### src/rtl/cstc_pkg.sv
// cstc_pkg: shared widths, constants, register indexes, op codes and types
// for the cascaded speed tilt controller; used by every rtl module, no dependencies
package cstc_pkg;

   localparam int HISTORY_DEPTH_DEFAULT = 5;

   localparam int CSR_IDX_W  = 3;
   localparam int CSR_DATA_W = 16;

   localparam logic [CSR_IDX_W-1:0] REG_SPEED_GAIN            = 3'd0;
   localparam logic [CSR_IDX_W-1:0] REG_SPEED_INTEGRAL_GAIN   = 3'd1;
   localparam logic [CSR_IDX_W-1:0] REG_WORKING_POINT_LEVEL   = 3'd2;
   localparam logic [CSR_IDX_W-1:0] REG_LEVEL_GAIN            = 3'd3;
   localparam logic [CSR_IDX_W-1:0] REG_LEVEL_DIFFERENCE_GAIN = 3'd4;
   localparam logic [CSR_IDX_W-1:0] REG_TARGET_SPEED          = 3'd5;
   localparam logic [CSR_IDX_W-1:0] REG_RUN_MODE              = 3'd6;

   localparam int KP_W = 15;
   localparam int KI_W = 15;
   localparam int WP_W = 16;
   localparam int LG_W = 16;
   localparam int LD_W = 15;
   localparam int TS_W = 10;
   localparam int RM_W = 2;

   localparam logic [RM_W-1:0] RUN_MODE_RUN = 2'd1;

   localparam int SAMPLE_W = 16;
   localparam int ACC_W    = 12;
   localparam int SPEED_W  = 20;
   localparam int DEV_W    = 21;
   localparam int Q1_W     = 15;
   localparam int P_W      = 20;
   localparam int IQ_W     = 23;
   localparam int INT_W    = 32;
   localparam int ERR_W    = 24;
   localparam int MUL_A_W  = 24;
   localparam int MUL_B_W  = 17;
   localparam int PROD_W   = 40;
   localparam int ACCP_W   = 29;
   localparam int ACCD_W   = 36;
   localparam int SUM_W    = 37;

   localparam int DIV_W   = 40;
   localparam int DIGIT_W = 4;
   localparam int REM_W   = 10;
   localparam int MULT_W  = REM_W + DIGIT_W;
   localparam int DIGITS  = DIV_W / DIGIT_W;
   localparam int CNT_W   = $clog2(DIGITS);

   localparam int SPEED_SCALE  = 1000;
   localparam int DEV_SCALE    = 100;
   localparam int GAIN_SCALE   = 1000;
   localparam int DIFF_SCALE   = 5;
   localparam int ACC_MAX      = 2000;
   localparam int ENABLE_LIMIT = 100;
   localparam int SPEED_LIMIT  = 300000;

   localparam int DIV_SEL_W = 2;
   localparam logic [DIV_SEL_W-1:0] DIV_BY_5    = 2'd0;
   localparam logic [DIV_SEL_W-1:0] DIV_BY_100  = 2'd1;
   localparam logic [DIV_SEL_W-1:0] DIV_BY_1000 = 2'd2;

   localparam int OP_W = 5;
   localparam logic [OP_W-1:0] OP_NONE        = 5'd0;
   localparam logic [OP_W-1:0] OP_LOAD        = 5'd1;
   localparam logic [OP_W-1:0] OP_DIV_DEV     = 5'd2;
   localparam logic [OP_W-1:0] OP_SAVE_Q1     = 5'd3;
   localparam logic [OP_W-1:0] OP_MUL_KP      = 5'd4;
   localparam logic [OP_W-1:0] OP_DIV_PROD    = 5'd5;
   localparam logic [OP_W-1:0] OP_SAVE_P      = 5'd6;
   localparam logic [OP_W-1:0] OP_MUL_KI      = 5'd7;
   localparam logic [OP_W-1:0] OP_SAVE_INT    = 5'd8;
   localparam logic [OP_W-1:0] OP_DIV_INT     = 5'd9;
   localparam logic [OP_W-1:0] OP_SAVE_TARGET = 5'd10;
   localparam logic [OP_W-1:0] OP_MUL_LG      = 5'd11;
   localparam logic [OP_W-1:0] OP_SAVE_ACCP   = 5'd12;
   localparam logic [OP_W-1:0] OP_MUL_LD      = 5'd13;
   localparam logic [OP_W-1:0] OP_SAVE_ACCD   = 5'd14;
   localparam logic [OP_W-1:0] OP_ACC         = 5'd15;
   localparam logic [OP_W-1:0] OP_FINISH      = 5'd16;

   typedef struct packed {
      logic [KP_W-1:0]        speed_gain;
      logic [KI_W-1:0]        speed_integral_gain;
      logic signed [WP_W-1:0] working_point_level;
      logic [LG_W-1:0]        level_gain;
      logic [LD_W-1:0]        level_difference_gain;
      logic signed [TS_W-1:0] target_speed;
      logic [RM_W-1:0]        run_mode;
   } cfg_type;

   localparam cfg_type CFG_RESET = '{
      speed_gain:            15'd200,
      speed_integral_gain:   15'd150,
      working_point_level:   16'sd3181,
      level_gain:            16'd6400,
      level_difference_gain: 15'd200,
      target_speed:          10'sd10,
      run_mode:              RUN_MODE_RUN
   };

   typedef struct packed {
      logic [OP_W-1:0]      op;
      logic [DIV_SEL_W-1:0] div_sel;
   } cmd_type;

   typedef struct packed {
      logic div_done;
   } status_type;

   // j times the selected divisor, j is a loop constant at every call site
   function automatic logic [MULT_W-1:0] div_multiple(input logic [DIV_SEL_W-1:0] sel,
                                                      input int j);
      logic [MULT_W-1:0] result;
      case (sel)
         DIV_BY_5:    result = MULT_W'(j * DIFF_SCALE);
         DIV_BY_100:  result = MULT_W'(j * DEV_SCALE);
         DIV_BY_1000: result = MULT_W'(j * GAIN_SCALE);
         default:     result = MULT_W'(j * GAIN_SCALE);
      endcase
      return result;
   endfunction

endpackage

### src/rtl/cstc_csr.sv
// cstc_csr: configuration register bank written through the csr channel
// depends on cstc_pkg
module cstc_csr (
   input  logic                               clock,
   input  logic                               reset,
   input  logic                               csr_valid,
   output logic                               csr_ready,
   input  logic [cstc_pkg::CSR_IDX_W-1:0]     csr_index,
   input  logic [cstc_pkg::CSR_DATA_W-1:0]    csr_data,
   output cstc_pkg::cfg_type                  cfg
);

   localparam int KP_W = cstc_pkg::KP_W;
   localparam int KI_W = cstc_pkg::KI_W;
   localparam int WP_W = cstc_pkg::WP_W;
   localparam int LG_W = cstc_pkg::LG_W;
   localparam int LD_W = cstc_pkg::LD_W;
   localparam int TS_W = cstc_pkg::TS_W;
   localparam int RM_W = cstc_pkg::RM_W;

   cstc_pkg::cfg_type cfg_ff;
   cstc_pkg::cfg_type cfg_in;

   assign csr_ready = 1'b1;
   assign cfg       = cfg_ff;

   always_comb begin
      cfg_in = cfg_ff;
      if (csr_valid && csr_ready) begin
         case (csr_index)
            cstc_pkg::REG_SPEED_GAIN:            cfg_in.speed_gain = csr_data[KP_W-1:0];
            cstc_pkg::REG_SPEED_INTEGRAL_GAIN:   cfg_in.speed_integral_gain = csr_data[KI_W-1:0];
            cstc_pkg::REG_WORKING_POINT_LEVEL:
               cfg_in.working_point_level = $signed(csr_data[WP_W-1:0]);
            cstc_pkg::REG_LEVEL_GAIN:            cfg_in.level_gain = csr_data[LG_W-1:0];
            cstc_pkg::REG_LEVEL_DIFFERENCE_GAIN:
               cfg_in.level_difference_gain = csr_data[LD_W-1:0];
            cstc_pkg::REG_TARGET_SPEED:          cfg_in.target_speed = $signed(csr_data[TS_W-1:0]);
            cstc_pkg::REG_RUN_MODE:              cfg_in.run_mode = csr_data[RM_W-1:0];
            default:                             cfg_in = cfg_ff;
         endcase
      end
   end

   always_ff @(posedge clock) begin
      if (reset) begin
         cfg_ff <= cstc_pkg::CFG_RESET;
      end else begin
         cfg_ff <= cfg_in;
      end
   end

endmodule

### src/rtl/cstc_cdiv.sv
// cstc_cdiv: radix-16 digit-serial divider of an unsigned value by 5, 100 or 1000
// one quotient digit per cycle; depends on cstc_pkg
module cstc_cdiv (
   input  logic                                clock,
   input  logic                                reset,
   input  logic                                start,
   input  logic [cstc_pkg::DIV_SEL_W-1:0]      sel,
   input  logic [cstc_pkg::DIV_W-1:0]          dividend,
   output logic                                done,
   output logic [cstc_pkg::DIV_W-1:0]          quotient
);

   localparam int DIV_W   = cstc_pkg::DIV_W;
   localparam int DIGIT_W = cstc_pkg::DIGIT_W;
   localparam int REM_W   = cstc_pkg::REM_W;
   localparam int MULT_W  = cstc_pkg::MULT_W;
   localparam int DIGITS  = cstc_pkg::DIGITS;
   localparam int CNT_W   = cstc_pkg::CNT_W;

   logic                                busy_ff, busy_in;
   logic                                done_ff, done_in;
   logic [CNT_W-1:0]                    cnt_ff, cnt_in;
   logic [DIV_W-1:0]                    num_ff, num_in;
   logic [DIV_W-1:0]                    quo_ff, quo_in;
   logic [REM_W-1:0]                    rem_ff, rem_in;
   logic [cstc_pkg::DIV_SEL_W-1:0]      sel_ff, sel_in;

   logic [MULT_W-1:0]  numer;
   logic [MULT_W-1:0]  sub;
   logic [DIGIT_W-1:0] digit;
   logic [REM_W-1:0]   rem_next;
   logic               last;

   assign done     = done_ff;
   assign quotient = quo_ff;
   assign last     = (cnt_ff == CNT_W'(DIGITS - 1));

   // pick the largest multiple of the divisor that fits the partial remainder
   always_comb begin
      numer = {rem_ff, num_ff[DIV_W-1 -: DIGIT_W]};
      digit = '0;
      sub   = '0;
      for (int j = 1; j < 2 ** DIGIT_W; j++) begin
         if (numer >= cstc_pkg::div_multiple(sel_ff, j)) begin
            digit = DIGIT_W'(j);
            sub   = cstc_pkg::div_multiple(sel_ff, j);
         end
      end
      rem_next = REM_W'(numer - sub);
   end

   always_comb begin
      busy_in = busy_ff;
      done_in = 1'b0;
      cnt_in  = cnt_ff;
      num_in  = num_ff;
      quo_in  = quo_ff;
      rem_in  = rem_ff;
      sel_in  = sel_ff;
      if (start) begin
         busy_in = 1'b1;
         cnt_in  = '0;
         num_in  = dividend;
         quo_in  = '0;
         rem_in  = '0;
         sel_in  = sel;
      end else if (busy_ff) begin
         num_in = {num_ff[DIV_W-DIGIT_W-1:0], {DIGIT_W{1'b0}}};
         quo_in = {quo_ff[DIV_W-DIGIT_W-1:0], digit};
         rem_in = rem_next;
         cnt_in = cnt_ff + CNT_W'(1);
         if (last) begin
            busy_in = 1'b0;
            done_in = 1'b1;
         end
      end
   end

   always_ff @(posedge clock) begin
      if (reset) begin
         busy_ff <= 1'b0;
         done_ff <= 1'b0;
         cnt_ff  <= '0;
      end else begin
         busy_ff <= busy_in;
         done_ff <= done_in;
         cnt_ff  <= cnt_in;
      end
   end

   always_ff @(posedge clock) begin
      num_ff <= num_in;
      quo_ff <= quo_in;
      rem_ff <= rem_in;
      sel_ff <= sel_in;
   end

endmodule

### src/rtl/cstc_dp.sv
// cstc_dp: datapath with loop state, error history, shared multiplier and result registers
// depends on cstc_pkg and cstc_cdiv
module cstc_dp #(
   parameter int HISTORY_DEPTH = cstc_pkg::HISTORY_DEPTH_DEFAULT
) (
   input  logic                                     clock,
   input  logic                                     reset,
   input  cstc_pkg::cmd_type                        cmd,
   output cstc_pkg::status_type                     status,
   input  cstc_pkg::cfg_type                        cfg,
   input  logic signed [cstc_pkg::SAMPLE_W-1:0]     req_sensor_sample,
   output logic signed [cstc_pkg::ACC_W-1:0]        rsp_acceleration,
   output logic signed [cstc_pkg::SPEED_W-1:0]      rsp_drive_speed,
   output logic                                     rsp_output_disabled
);

   localparam int SAMPLE_W = cstc_pkg::SAMPLE_W;
   localparam int ACC_W    = cstc_pkg::ACC_W;
   localparam int SPEED_W  = cstc_pkg::SPEED_W;
   localparam int DEV_W    = cstc_pkg::DEV_W;
   localparam int Q1_W     = cstc_pkg::Q1_W;
   localparam int P_W      = cstc_pkg::P_W;
   localparam int IQ_W     = cstc_pkg::IQ_W;
   localparam int INT_W    = cstc_pkg::INT_W;
   localparam int ERR_W    = cstc_pkg::ERR_W;
   localparam int MUL_A_W  = cstc_pkg::MUL_A_W;
   localparam int MUL_B_W  = cstc_pkg::MUL_B_W;
   localparam int PROD_W   = cstc_pkg::PROD_W;
   localparam int ACCP_W   = cstc_pkg::ACCP_W;
   localparam int ACCD_W   = cstc_pkg::ACCD_W;
   localparam int SUM_W    = cstc_pkg::SUM_W;
   localparam int DIV_W    = cstc_pkg::DIV_W;

   logic signed [SAMPLE_W-1:0] sample_ff, sample_in;
   logic signed [DEV_W-1:0]    dev_ff, dev_in;
   logic signed [Q1_W-1:0]     q1_ff, q1_in;
   logic signed [P_W-1:0]      p_ff, p_in;
   logic signed [INT_W-1:0]    integral_ff, integral_in;
   logic signed [ERR_W-1:0]    err_ff, err_in;
   logic signed [ERR_W-1:0]    hist_ff [HISTORY_DEPTH];
   logic signed [ERR_W-1:0]    hist_in [HISTORY_DEPTH];
   logic signed [PROD_W-1:0]   prod_ff, prod_in;
   logic                       neg_ff, neg_in;
   logic signed [ACCP_W-1:0]   accp_ff, accp_in;
   logic signed [ACCD_W-1:0]   accd_ff, accd_in;
   logic signed [ACC_W-1:0]    acc_ff, acc_in;
   logic                       en_ff, en_in;
   logic signed [SPEED_W-1:0]  speed_ff, speed_in;
   logic                       dis_ff, dis_in;
   logic signed [ACC_W-1:0]    out_acc_ff, out_acc_in;
   logic signed [SPEED_W-1:0]  out_speed_ff, out_speed_in;
   logic                       out_dis_ff, out_dis_in;

   logic                       div_start;
   logic                       div_done;
   logic [DIV_W-1:0]           div_quo;
   logic signed [DIV_W-1:0]    div_src;
   logic signed [DIV_W-1:0]    div_mag;
   logic signed [DIV_W-1:0]    sq;
   logic signed [MUL_A_W-1:0]  mul_a;
   logic signed [MUL_B_W-1:0]  mul_b;
   logic signed [MUL_A_W+MUL_B_W-1:0] product;
   logic signed [SPEED_W-1:0]  speed_eff;
   logic signed [ERR_W-1:0]    target;
   logic signed [SUM_W-1:0]    sum;
   logic signed [SPEED_W-1:0]  speed_new;
   logic                       run;

   cstc_cdiv u_cdiv (
      .clock    (clock),
      .reset    (reset),
      .start    (div_start),
      .sel      (cmd.div_sel),
      .dividend (div_mag),
      .done     (div_done),
      .quotient (div_quo)
   );

   assign status.div_done     = div_done;
   assign rsp_acceleration    = out_acc_ff;
   assign rsp_drive_speed     = out_speed_ff;
   assign rsp_output_disabled = out_dis_ff;
   assign run                 = (cfg.run_mode == cstc_pkg::RUN_MODE_RUN);

   // divider operand, sign kept aside so the quotient truncates toward zero
   always_comb begin
      case (cmd.op)
         cstc_pkg::OP_DIV_DEV:  div_src = DIV_W'(dev_ff);
         cstc_pkg::OP_DIV_INT:  div_src = DIV_W'(integral_ff);
         cstc_pkg::OP_DIV_PROD: div_src = DIV_W'(prod_ff);
         default:               div_src = DIV_W'(prod_ff);
      endcase
      div_start = (cmd.op == cstc_pkg::OP_DIV_DEV) || (cmd.op == cstc_pkg::OP_DIV_INT) ||
                  (cmd.op == cstc_pkg::OP_DIV_PROD);
      div_mag   = div_src[DIV_W-1] ? -div_src : div_src;
      sq        = neg_ff ? -$signed(div_quo) : $signed(div_quo);
   end

   always_comb begin
      case (cmd.op)
         cstc_pkg::OP_MUL_KP: begin
            mul_a = MUL_A_W'(q1_ff);
            mul_b = $signed(MUL_B_W'(cfg.speed_gain));
         end
         cstc_pkg::OP_MUL_KI: begin
            mul_a = MUL_A_W'(q1_ff);
            mul_b = $signed(MUL_B_W'(cfg.speed_integral_gain));
         end
         cstc_pkg::OP_MUL_LG: begin
            mul_a = MUL_A_W'(err_ff);
            mul_b = $signed(MUL_B_W'(cfg.level_gain));
         end
         cstc_pkg::OP_MUL_LD: begin
            mul_a = MUL_A_W'(err_ff - hist_ff[HISTORY_DEPTH-1]);
            mul_b = $signed(MUL_B_W'(cfg.level_difference_gain));
         end
         default: begin
            mul_a = MUL_A_W'(q1_ff);
            mul_b = $signed(MUL_B_W'(cfg.speed_gain));
         end
      endcase
      product = mul_a * mul_b;
   end

   always_comb begin
      speed_eff = dis_ff ? '0 : speed_ff;
      target    = ERR_W'($signed(cfg.working_point_level)) + ERR_W'(p_ff)
                + ERR_W'($signed(sq[IQ_W-1:0]));
      sum       = SUM_W'(accp_ff) + SUM_W'(accd_ff);
      speed_new = en_ff ? speed_ff + SPEED_W'(acc_ff) : speed_ff;
   end

   always_comb begin
      sample_in    = sample_ff;
      dev_in       = dev_ff;
      q1_in        = q1_ff;
      p_in         = p_ff;
      integral_in  = integral_ff;
      err_in       = err_ff;
      hist_in      = hist_ff;
      prod_in      = prod_ff;
      neg_in       = neg_ff;
      accp_in      = accp_ff;
      accd_in      = accd_ff;
      acc_in       = acc_ff;
      en_in        = en_ff;
      speed_in     = speed_ff;
      dis_in       = dis_ff;
      out_acc_in   = out_acc_ff;
      out_speed_in = out_speed_ff;
      out_dis_in   = out_dis_ff;
      if (div_start) begin
         neg_in = div_src[DIV_W-1];
      end
      case (cmd.op)
         cstc_pkg::OP_LOAD: begin
            sample_in = req_sensor_sample;
            speed_in  = speed_eff;
            if (dis_ff) begin
               integral_in = '0;
            end
            dev_in = DEV_W'($signed(cfg.target_speed)) * DEV_W'(cstc_pkg::SPEED_SCALE)
                   - DEV_W'(speed_eff);
         end
         cstc_pkg::OP_SAVE_Q1: q1_in = $signed(sq[Q1_W-1:0]);
         cstc_pkg::OP_SAVE_P:  p_in = -$signed(sq[P_W-1:0]);
         cstc_pkg::OP_SAVE_INT: integral_in = integral_ff - $signed(sq[INT_W-1:0]);
         cstc_pkg::OP_SAVE_TARGET: begin
            hist_in[0] = err_ff;
            for (int i = 1; i < HISTORY_DEPTH; i++) begin
               hist_in[i] = hist_ff[i-1];
            end
            err_in = target - ERR_W'(sample_ff);
         end
         cstc_pkg::OP_MUL_KP, cstc_pkg::OP_MUL_KI, cstc_pkg::OP_MUL_LG,
         cstc_pkg::OP_MUL_LD: prod_in = PROD_W'(product);
         cstc_pkg::OP_SAVE_ACCP: accp_in = $signed(sq[ACCP_W-1:0]);
         cstc_pkg::OP_SAVE_ACCD: accd_in = $signed(sq[ACCD_W-1:0]);
         cstc_pkg::OP_ACC: begin
            if (sum > cstc_pkg::ACC_MAX) begin
               acc_in = ACC_W'(cstc_pkg::ACC_MAX);
            end else if (sum < -cstc_pkg::ACC_MAX) begin
               acc_in = ACC_W'(-cstc_pkg::ACC_MAX);
            end else begin
               acc_in = ACC_W'(sum);
            end
            en_in = !dis_ff || (accp_ff < cstc_pkg::ENABLE_LIMIT &&
                                accp_ff > -cstc_pkg::ENABLE_LIMIT && run);
         end
         cstc_pkg::OP_FINISH: begin
            speed_in     = speed_new;
            dis_in       = !en_ff || !run || speed_new > cstc_pkg::SPEED_LIMIT ||
                           speed_new < -cstc_pkg::SPEED_LIMIT;
            out_acc_in   = acc_ff;
            out_speed_in = speed_new;
            out_dis_in   = dis_in;
         end
         default: begin
            sample_in = sample_ff;
         end
      endcase
   end

   always_ff @(posedge clock) begin
      if (reset) begin
         speed_ff    <= '0;
         integral_ff <= '0;
         dis_ff      <= 1'b1;
         err_ff      <= '0;
         for (int i = 0; i < HISTORY_DEPTH; i++) begin
            hist_ff[i] <= '0;
         end
      end else begin
         speed_ff    <= speed_in;
         integral_ff <= integral_in;
         dis_ff      <= dis_in;
         err_ff      <= err_in;
         hist_ff     <= hist_in;
      end
   end

   always_ff @(posedge clock) begin
      sample_ff    <= sample_in;
      dev_ff       <= dev_in;
      q1_ff        <= q1_in;
      p_ff         <= p_in;
      prod_ff      <= prod_in;
      neg_ff       <= neg_in;
      accp_ff      <= accp_in;
      accd_ff      <= accd_in;
      acc_ff       <= acc_in;
      en_ff        <= en_in;
      out_acc_ff   <= out_acc_in;
      out_speed_ff <= out_speed_in;
      out_dis_ff   <= out_dis_in;
   end

endmodule

### src/rtl/cstc_ctrl.sv
// cstc_ctrl: sequencer that steps the datapath through one control tick
// and owns the request and response handshakes; depends on cstc_pkg
module cstc_ctrl (
   input  logic                  clock,
   input  logic                  reset,
   input  logic                  req_valid,
   output logic                  req_stall,
   output logic                  rsp_valid,
   input  logic                  rsp_stall,
   input  cstc_pkg::status_type  status,
   output cstc_pkg::cmd_type     cmd
);

   localparam int ST_W = 5;
   localparam logic [ST_W-1:0] ST_IDLE     = 5'd0;
   localparam logic [ST_W-1:0] ST_DEV_DIV  = 5'd1;
   localparam logic [ST_W-1:0] ST_DEV_WAIT = 5'd2;
   localparam logic [ST_W-1:0] ST_MUL_KP   = 5'd3;
   localparam logic [ST_W-1:0] ST_KP_DIV   = 5'd4;
   localparam logic [ST_W-1:0] ST_KP_WAIT  = 5'd5;
   localparam logic [ST_W-1:0] ST_MUL_KI   = 5'd6;
   localparam logic [ST_W-1:0] ST_KI_DIV   = 5'd7;
   localparam logic [ST_W-1:0] ST_KI_WAIT  = 5'd8;
   localparam logic [ST_W-1:0] ST_INT_DIV  = 5'd9;
   localparam logic [ST_W-1:0] ST_INT_WAIT = 5'd10;
   localparam logic [ST_W-1:0] ST_MUL_LG   = 5'd11;
   localparam logic [ST_W-1:0] ST_LG_DIV   = 5'd12;
   localparam logic [ST_W-1:0] ST_LG_WAIT  = 5'd13;
   localparam logic [ST_W-1:0] ST_MUL_LD   = 5'd14;
   localparam logic [ST_W-1:0] ST_LD_DIV   = 5'd15;
   localparam logic [ST_W-1:0] ST_LD_WAIT  = 5'd16;
   localparam logic [ST_W-1:0] ST_ACC      = 5'd17;
   localparam logic [ST_W-1:0] ST_FINISH   = 5'd18;

   logic [ST_W-1:0] state_ff, state_in;
   logic            rsp_valid_ff, rsp_valid_in;
   logic            finish;

   assign req_stall = (state_ff != ST_IDLE);
   assign rsp_valid = rsp_valid_ff;

   always_comb begin
      state_in    = state_ff;
      cmd.op      = cstc_pkg::OP_NONE;
      cmd.div_sel = cstc_pkg::DIV_BY_1000;
      finish      = 1'b0;
      case (state_ff)
         ST_IDLE: begin
            if (req_valid) begin
               cmd.op   = cstc_pkg::OP_LOAD;
               state_in = ST_DEV_DIV;
            end
         end
         ST_DEV_DIV: begin
            cmd.op      = cstc_pkg::OP_DIV_DEV;
            cmd.div_sel = cstc_pkg::DIV_BY_100;
            state_in    = ST_DEV_WAIT;
         end
         ST_DEV_WAIT: begin
            if (status.div_done) begin
               cmd.op   = cstc_pkg::OP_SAVE_Q1;
               state_in = ST_MUL_KP;
            end
         end
         ST_MUL_KP: begin
            cmd.op   = cstc_pkg::OP_MUL_KP;
            state_in = ST_KP_DIV;
         end
         ST_KP_DIV: begin
            cmd.op   = cstc_pkg::OP_DIV_PROD;
            state_in = ST_KP_WAIT;
         end
         ST_KP_WAIT: begin
            if (status.div_done) begin
               cmd.op   = cstc_pkg::OP_SAVE_P;
               state_in = ST_MUL_KI;
            end
         end
         ST_MUL_KI: begin
            cmd.op   = cstc_pkg::OP_MUL_KI;
            state_in = ST_KI_DIV;
         end
         ST_KI_DIV: begin
            cmd.op   = cstc_pkg::OP_DIV_PROD;
            state_in = ST_KI_WAIT;
         end
         ST_KI_WAIT: begin
            if (status.div_done) begin
               cmd.op   = cstc_pkg::OP_SAVE_INT;
               state_in = ST_INT_DIV;
            end
         end
         ST_INT_DIV: begin
            cmd.op   = cstc_pkg::OP_DIV_INT;
            state_in = ST_INT_WAIT;
         end
         ST_INT_WAIT: begin
            if (status.div_done) begin
               cmd.op   = cstc_pkg::OP_SAVE_TARGET;
               state_in = ST_MUL_LG;
            end
         end
         ST_MUL_LG: begin
            cmd.op   = cstc_pkg::OP_MUL_LG;
            state_in = ST_LG_DIV;
         end
         ST_LG_DIV: begin
            cmd.op   = cstc_pkg::OP_DIV_PROD;
            state_in = ST_LG_WAIT;
         end
         ST_LG_WAIT: begin
            if (status.div_done) begin
               cmd.op   = cstc_pkg::OP_SAVE_ACCP;
               state_in = ST_MUL_LD;
            end
         end
         ST_MUL_LD: begin
            cmd.op   = cstc_pkg::OP_MUL_LD;
            state_in = ST_LD_DIV;
         end
         ST_LD_DIV: begin
            cmd.op      = cstc_pkg::OP_DIV_PROD;
            cmd.div_sel = cstc_pkg::DIV_BY_5;
            state_in    = ST_LD_WAIT;
         end
         ST_LD_WAIT: begin
            if (status.div_done) begin
               cmd.op   = cstc_pkg::OP_SAVE_ACCD;
               state_in = ST_ACC;
            end
         end
         ST_ACC: begin
            cmd.op   = cstc_pkg::OP_ACC;
            state_in = ST_FINISH;
         end
         ST_FINISH: begin
            // wait for the output register to free up
            if (!rsp_valid_ff || !rsp_stall) begin
               cmd.op   = cstc_pkg::OP_FINISH;
               finish   = 1'b1;
               state_in = ST_IDLE;
            end
         end
         default: begin
            state_in = ST_IDLE;
         end
      endcase
      rsp_valid_in = finish || (rsp_valid_ff && rsp_stall);
   end

   always_ff @(posedge clock) begin
      if (reset) begin
         state_ff     <= ST_IDLE;
         rsp_valid_ff <= 1'b0;
      end else begin
         state_ff     <= state_in;
         rsp_valid_ff <= rsp_valid_in;
      end
   end

endmodule

### src/rtl/cascaded_speed_tilt_controller.sv
// cascaded_speed_tilt_controller: top level, config bank, sequencer and datapath
// depends on cstc_pkg, cstc_csr, cstc_ctrl, cstc_dp (and cstc_cdiv below it)
//
//   channel | ports                         | handshake
//   --------+-------------------------------+---------------------------
//   req     | req_sensor_sample             | req_valid / req_stall
//   rsp     | rsp_acceleration,             | rsp_valid / rsp_stall
//           | rsp_drive_speed,              |
//           | rsp_output_disabled           |
//   csr     | csr_index, csr_data           | csr_valid / csr_ready
//
// one transaction runs from accept to result through six divisions on the one
// shared radix-16 divider, each producing ten quotient digits, plus the multiplier
// and update steps.
// a new sample is taken the cycle after the previous result is loaded.
// synchronous active-high reset; csr_ready is always high.
// a stalled result holds in the output register; the next tick runs up to its last step.
module cascaded_speed_tilt_controller #(
   parameter int HISTORY_DEPTH = cstc_pkg::HISTORY_DEPTH_DEFAULT
) (
   input  logic                                     clock,
   input  logic                                     reset,
   input  logic                                     req_valid,
   output logic                                     req_stall,
   input  logic signed [cstc_pkg::SAMPLE_W-1:0]     req_sensor_sample,
   output logic                                     rsp_valid,
   input  logic                                     rsp_stall,
   output logic signed [cstc_pkg::ACC_W-1:0]        rsp_acceleration,
   output logic signed [cstc_pkg::SPEED_W-1:0]      rsp_drive_speed,
   output logic                                     rsp_output_disabled,
   input  logic                                     csr_valid,
   output logic                                     csr_ready,
   input  logic [cstc_pkg::CSR_IDX_W-1:0]           csr_index,
   input  logic [cstc_pkg::CSR_DATA_W-1:0]          csr_data
);

   cstc_pkg::cfg_type    cfg;
   cstc_pkg::cmd_type    cmd;
   cstc_pkg::status_type status;

   cstc_csr u_csr (
      .clock     (clock),
      .reset     (reset),
      .csr_valid (csr_valid),
      .csr_ready (csr_ready),
      .csr_index (csr_index),
      .csr_data  (csr_data),
      .cfg       (cfg)
   );

   cstc_ctrl u_ctrl (
      .clock     (clock),
      .reset     (reset),
      .req_valid (req_valid),
      .req_stall (req_stall),
      .rsp_valid (rsp_valid),
      .rsp_stall (rsp_stall),
      .status    (status),
      .cmd       (cmd)
   );

   cstc_dp #(
      .HISTORY_DEPTH (HISTORY_DEPTH)
   ) u_dp (
      .clock               (clock),
      .reset               (reset),
      .cmd                 (cmd),
      .status              (status),
      .cfg                 (cfg),
      .req_sensor_sample   (req_sensor_sample),
      .rsp_acceleration    (rsp_acceleration),
      .rsp_drive_speed     (rsp_drive_speed),
      .rsp_output_disabled (rsp_output_disabled)
   );

endmodule
### config.mk
export PLATFORM = sky130hd
export DESIGN_NAME = cascaded_speed_tilt_controller
export DESIGN_NICKNAME = d
export VERILOG_FILES = /design/src/rtl/cstc_pkg.sv /design/src/rtl/cstc_csr.sv /design/src/rtl/cstc_cdiv.sv /design/src/rtl/cstc_dp.sv /design/src/rtl/cstc_ctrl.sv /design/src/rtl/cascaded_speed_tilt_controller.sv
export SDC_FILE = /design/constraint.sdc
export NUM_CORES = 2
export LEC_CHECK = 0
export ABC_CLOCK_PERIOD_IN_PS = 8200
export CAP_MARGIN = 30
export CORE_UTILIZATION = 38
export DETAILED_ROUTE_END_ITERATION = 12
export DONT_BUFFER_PORTS = 1
export SLEW_MARGIN = 10
export SYNTH_ARGS = -nofsm -noshare
export SYNTH_HDL_FRONTEND = slang
export SYNTH_SLANG_ARGS = --single-unit
### constraint.sdc
create_clock -name clock -period 8.2 [get_ports clock]
set_input_delay 1.64 -clock clock [delete_from_list [all_inputs] [get_ports clock]]
set_output_delay 1.64 -clock clock [all_outputs]
set_load 0.03 [all_outputs]
==> metrics.txt <==
post-synthesis instance area 51600 sq um; Bufs and invs on worst path 7; Startpoint Class flip-flop; Starting Density 0.385; CP top delay family adder cells; global route overflow 0; CP required 8600 ps; routed wire length per instance 19.4 um; minimum clock period 8390 ps; HP Class flip-flop to flip-flop; Core Area 134000 sq um; max-slew violation total from the final report 204; # IOs 76; Final setup viols 6; hold_buf cts 0; crit path DAT 8790 ps; num rows 134; cell taking the most area after synthesis fa_1; failing checks slew limit, setup timing; Die Area 137000 sq um; Synth area leaders fa_1 (18%), edfxtp_1 (15%), dfxtp_1 (13%), ha_1 (8.5%), nand2_1 (6.6%); Setup WS post-layout -190 ps; largest net degree at the start of global routing 304; yosys warns 0; clk buf depth 3; status finished with violations; area occupied by multi-input gates 33900 sq um; EDFF count, synth 266; CTS buffer count 69; Slew @ Worst Pin 1820 ps; Power per Cell Area 314 nW/um^2; fin crit share 1.02; Mapped Avg Cell Area 8.83 sq um; Placer Congestion 0.942; Die Y 371 um; Register Area 14900 sq um; Cells after DPL 7678; Worst-Skew Late Latency 670 ps; Layout fillers 13.1k; initial antenna violation count 3; relative slew slack -0.216; Lkg Pwr 0.0248 uW; root buffer cell clkbuf_16; DPL Wire Length 119000 um; Max Cap Viol 0; Worst path slowest cell fa_1; setup TNS -607 ps; Crit Path Category flip-flop to flip-flop; final hold slack 445 ps; vias in the first global route 41.3k; DRT Pass-1 Iters 7; Most common cell on crit path fa_1; RSZ-0062 raised after global routing true; total power 18400 uW; final std cells w/o fill 7829; Post-Route WL 152000 um; Max VDD drop 0.409 mV; Worst-path clk slew 60 ps; CP peak stage delay 550 ps; via count 42.1k; DIE WIDTH 371 um; Yosys cell types 109; CTS sink count 610; H-tree depth 3; Worst Setup End Kind flip-flop; DRC viols 0; final-report hold violation count 0; Layout area overhead 13.1%; DRT iter0 DRCs 3668; post-synth top area share 0.178; sequential area share after synthesis 0.288; number of buffers added on ports 0; syn_nets 6695; #FFs+latches synth 610; nets@finish 6851; Total Routing Usage GR 0.222; Post-Syn Instances 5847; TritonCTS clock tree built; fraction of layout cells with a size suffix above 1 0.101; Via-to-Cell Ratio 5.37; Crit Path Max Fanout 4; first-pass GRT wire length 239000 um; Max Fclk 0.119 GHz; Async SR Flop Fraction 0; Antenna Nets Post-Route 0; top_reg_cell synth dfxtp_1; Util after Layout 0.436; Post-Route Skew 29.4 ps
[registers in the layout, indices dropped and copies added (netlist names), 21 cells and up]
register and cells:
u_dp.accd_ff 36, u_dp.u_cdiv.quotient 36, u_dp.dev_ff 21, u_csr.cfg 89, u_dp.integral_ff 32, u_dp.prod_ff 40, u_dp.accp_ff 29, u_dp.err_ff 24
u_dp.u_cdiv.num_ff 40, u_dp.hist_ff 120
[layout make-up]
cell class | count | area share
antenna | 1 | 0.0000428
clock buffer | 90 | 0.0328
clock inverter | 38 | 0.00698
inverter | 680 | 0.0437
multi-input combinational | 4316 | 0.580
sequential | 610 | 0.255
tap | 1768 | 0.0379
timing repair buffer | 326 | 0.0439
[path summary, 6_finish.rpt]
path | start | slack (ps) | cells past startpoint | end
setup reg to reg | u_dp.err_ff[0]$_SDFFE_PP0N_ | -190 | 37 | u_dp.prod_ff[39]$_DFFE_PP_
hold / removal | u_dp.hist_ff[27]$_SDFFE_PP0N_ | 440 | 2 | u_dp.hist_ff[3]$_SDFFE_PP0N_
setup / recovery | u_dp.err_ff[0]$_SDFFE_PP0N_ | -190 | 37 | u_dp.prod_ff[39]$_DFFE_PP_
hold reg to reg | u_dp.hist_ff[27]$_SDFFE_PP0N_ | 440 | 2 | u_dp.hist_ff[3]$_SDFFE_PP0N_
[cell families after synthesis]
kind of cell    count (synthesis)  synth area share
compound gates               1207             0.150
xor+xnor                      271            0.0465
fa+ha+maj                     808             0.262
buf+inv                       921            0.0673
flops                         610             0.288
mux                            92            0.0180
other cells                     1         0.0000726
simple gates                 1937             0.168
[tightest hold or removal path, delay by kind of cell (launching register included)]
family	cells	cell delay [ps]
AO/OA/AOI/OAI	1	50
flip-flops	1	300
AND/OR/NAND/NOR	1	50
[layer usage]
metal  vias to the layer above  global-route usage  share of wire  wire, um
met4                         0              0.0715          0.032      4830
met5                         -                   0              0         0
met2                      1227               0.338           0.44     66300
li1                      20000                   -              -         -
met1                     20600               0.313           0.46     70100
met3                       233              0.0449          0.072     11000
[cells in the final DEF, fill, tap and decap left out, types with 17 or more instances in the layout]
cell type	netlist	layout
edfxtp_1	266	266
mux2i_1	84	84
o21ai_0	212	198
o21ai_1	14	21
and2_1	51	49
nand2b_1	62	59
a21o_1	77	77
nand3b_1	30	30
inv_1	677	665
o211ai_1	24	24
o21bai_1	25	25
nor3_1	85	81
nand3_1	87	86
dfxtp_1	344	340
buf_4	2	309
nand2_1	906	902
a211oi_1	24	22
and3_1	29	26
nor2b_1	53	52
o21a_1	49	49
a31oi_1	53	52
a21oi_1	462	446
a21boi_0	17	17
a22oi_1	21	20
nand4_1	37	37
xor2_1	91	89
xnor2_1	178	176
clkbuf_16	0	71
nor4_1	24	23
nor2_1	473	464
o31ai_1	31	30
ha_1	349	337
a221o_1	30	29
fa_1	459	453
or3_1	26	25
[where the power goes]
| group | internal, uW | switching [uW] | leakage [uW] |
|---|---|---|---|
| Combinational | 4260 | 6730 | 0.0184 |
| Sequential | 3850 | 338 | 0.00522 |
| Clock | 1830 | 1360 | 0.00113 |
[synthesized netlist by cell type (all sizes together) (62+ instances only)]
cell type  count
o21ai        229
nor2         474
a21oi        463
mux2i         84
clkbuf       216
nand3         88
inv          678
a21o          77
xnor2        180
fa           459
xor2          91
dfxtp        344
nand2b        62
ha           349
nor3          85
edfxtp       266
nand2        906
[timing repair]
action	CTS	global route
setup endpoints to repair	13	18
pin swaps	64	56
setup buffers	11	13
gates resized for setup	37	53
hold endpoints to repair	0	0
[through the flow]
stage | cell area (sq um) | worst slack, ps
after detailed placement | 55600 | -532
after CTS | 58100 | -250
after floorplan | 51900 | 7.28
after global placement | 55500 | -332
final | 58400 | -190
after global routing | 58400 | -483
(Power assumes the default switching activity.)
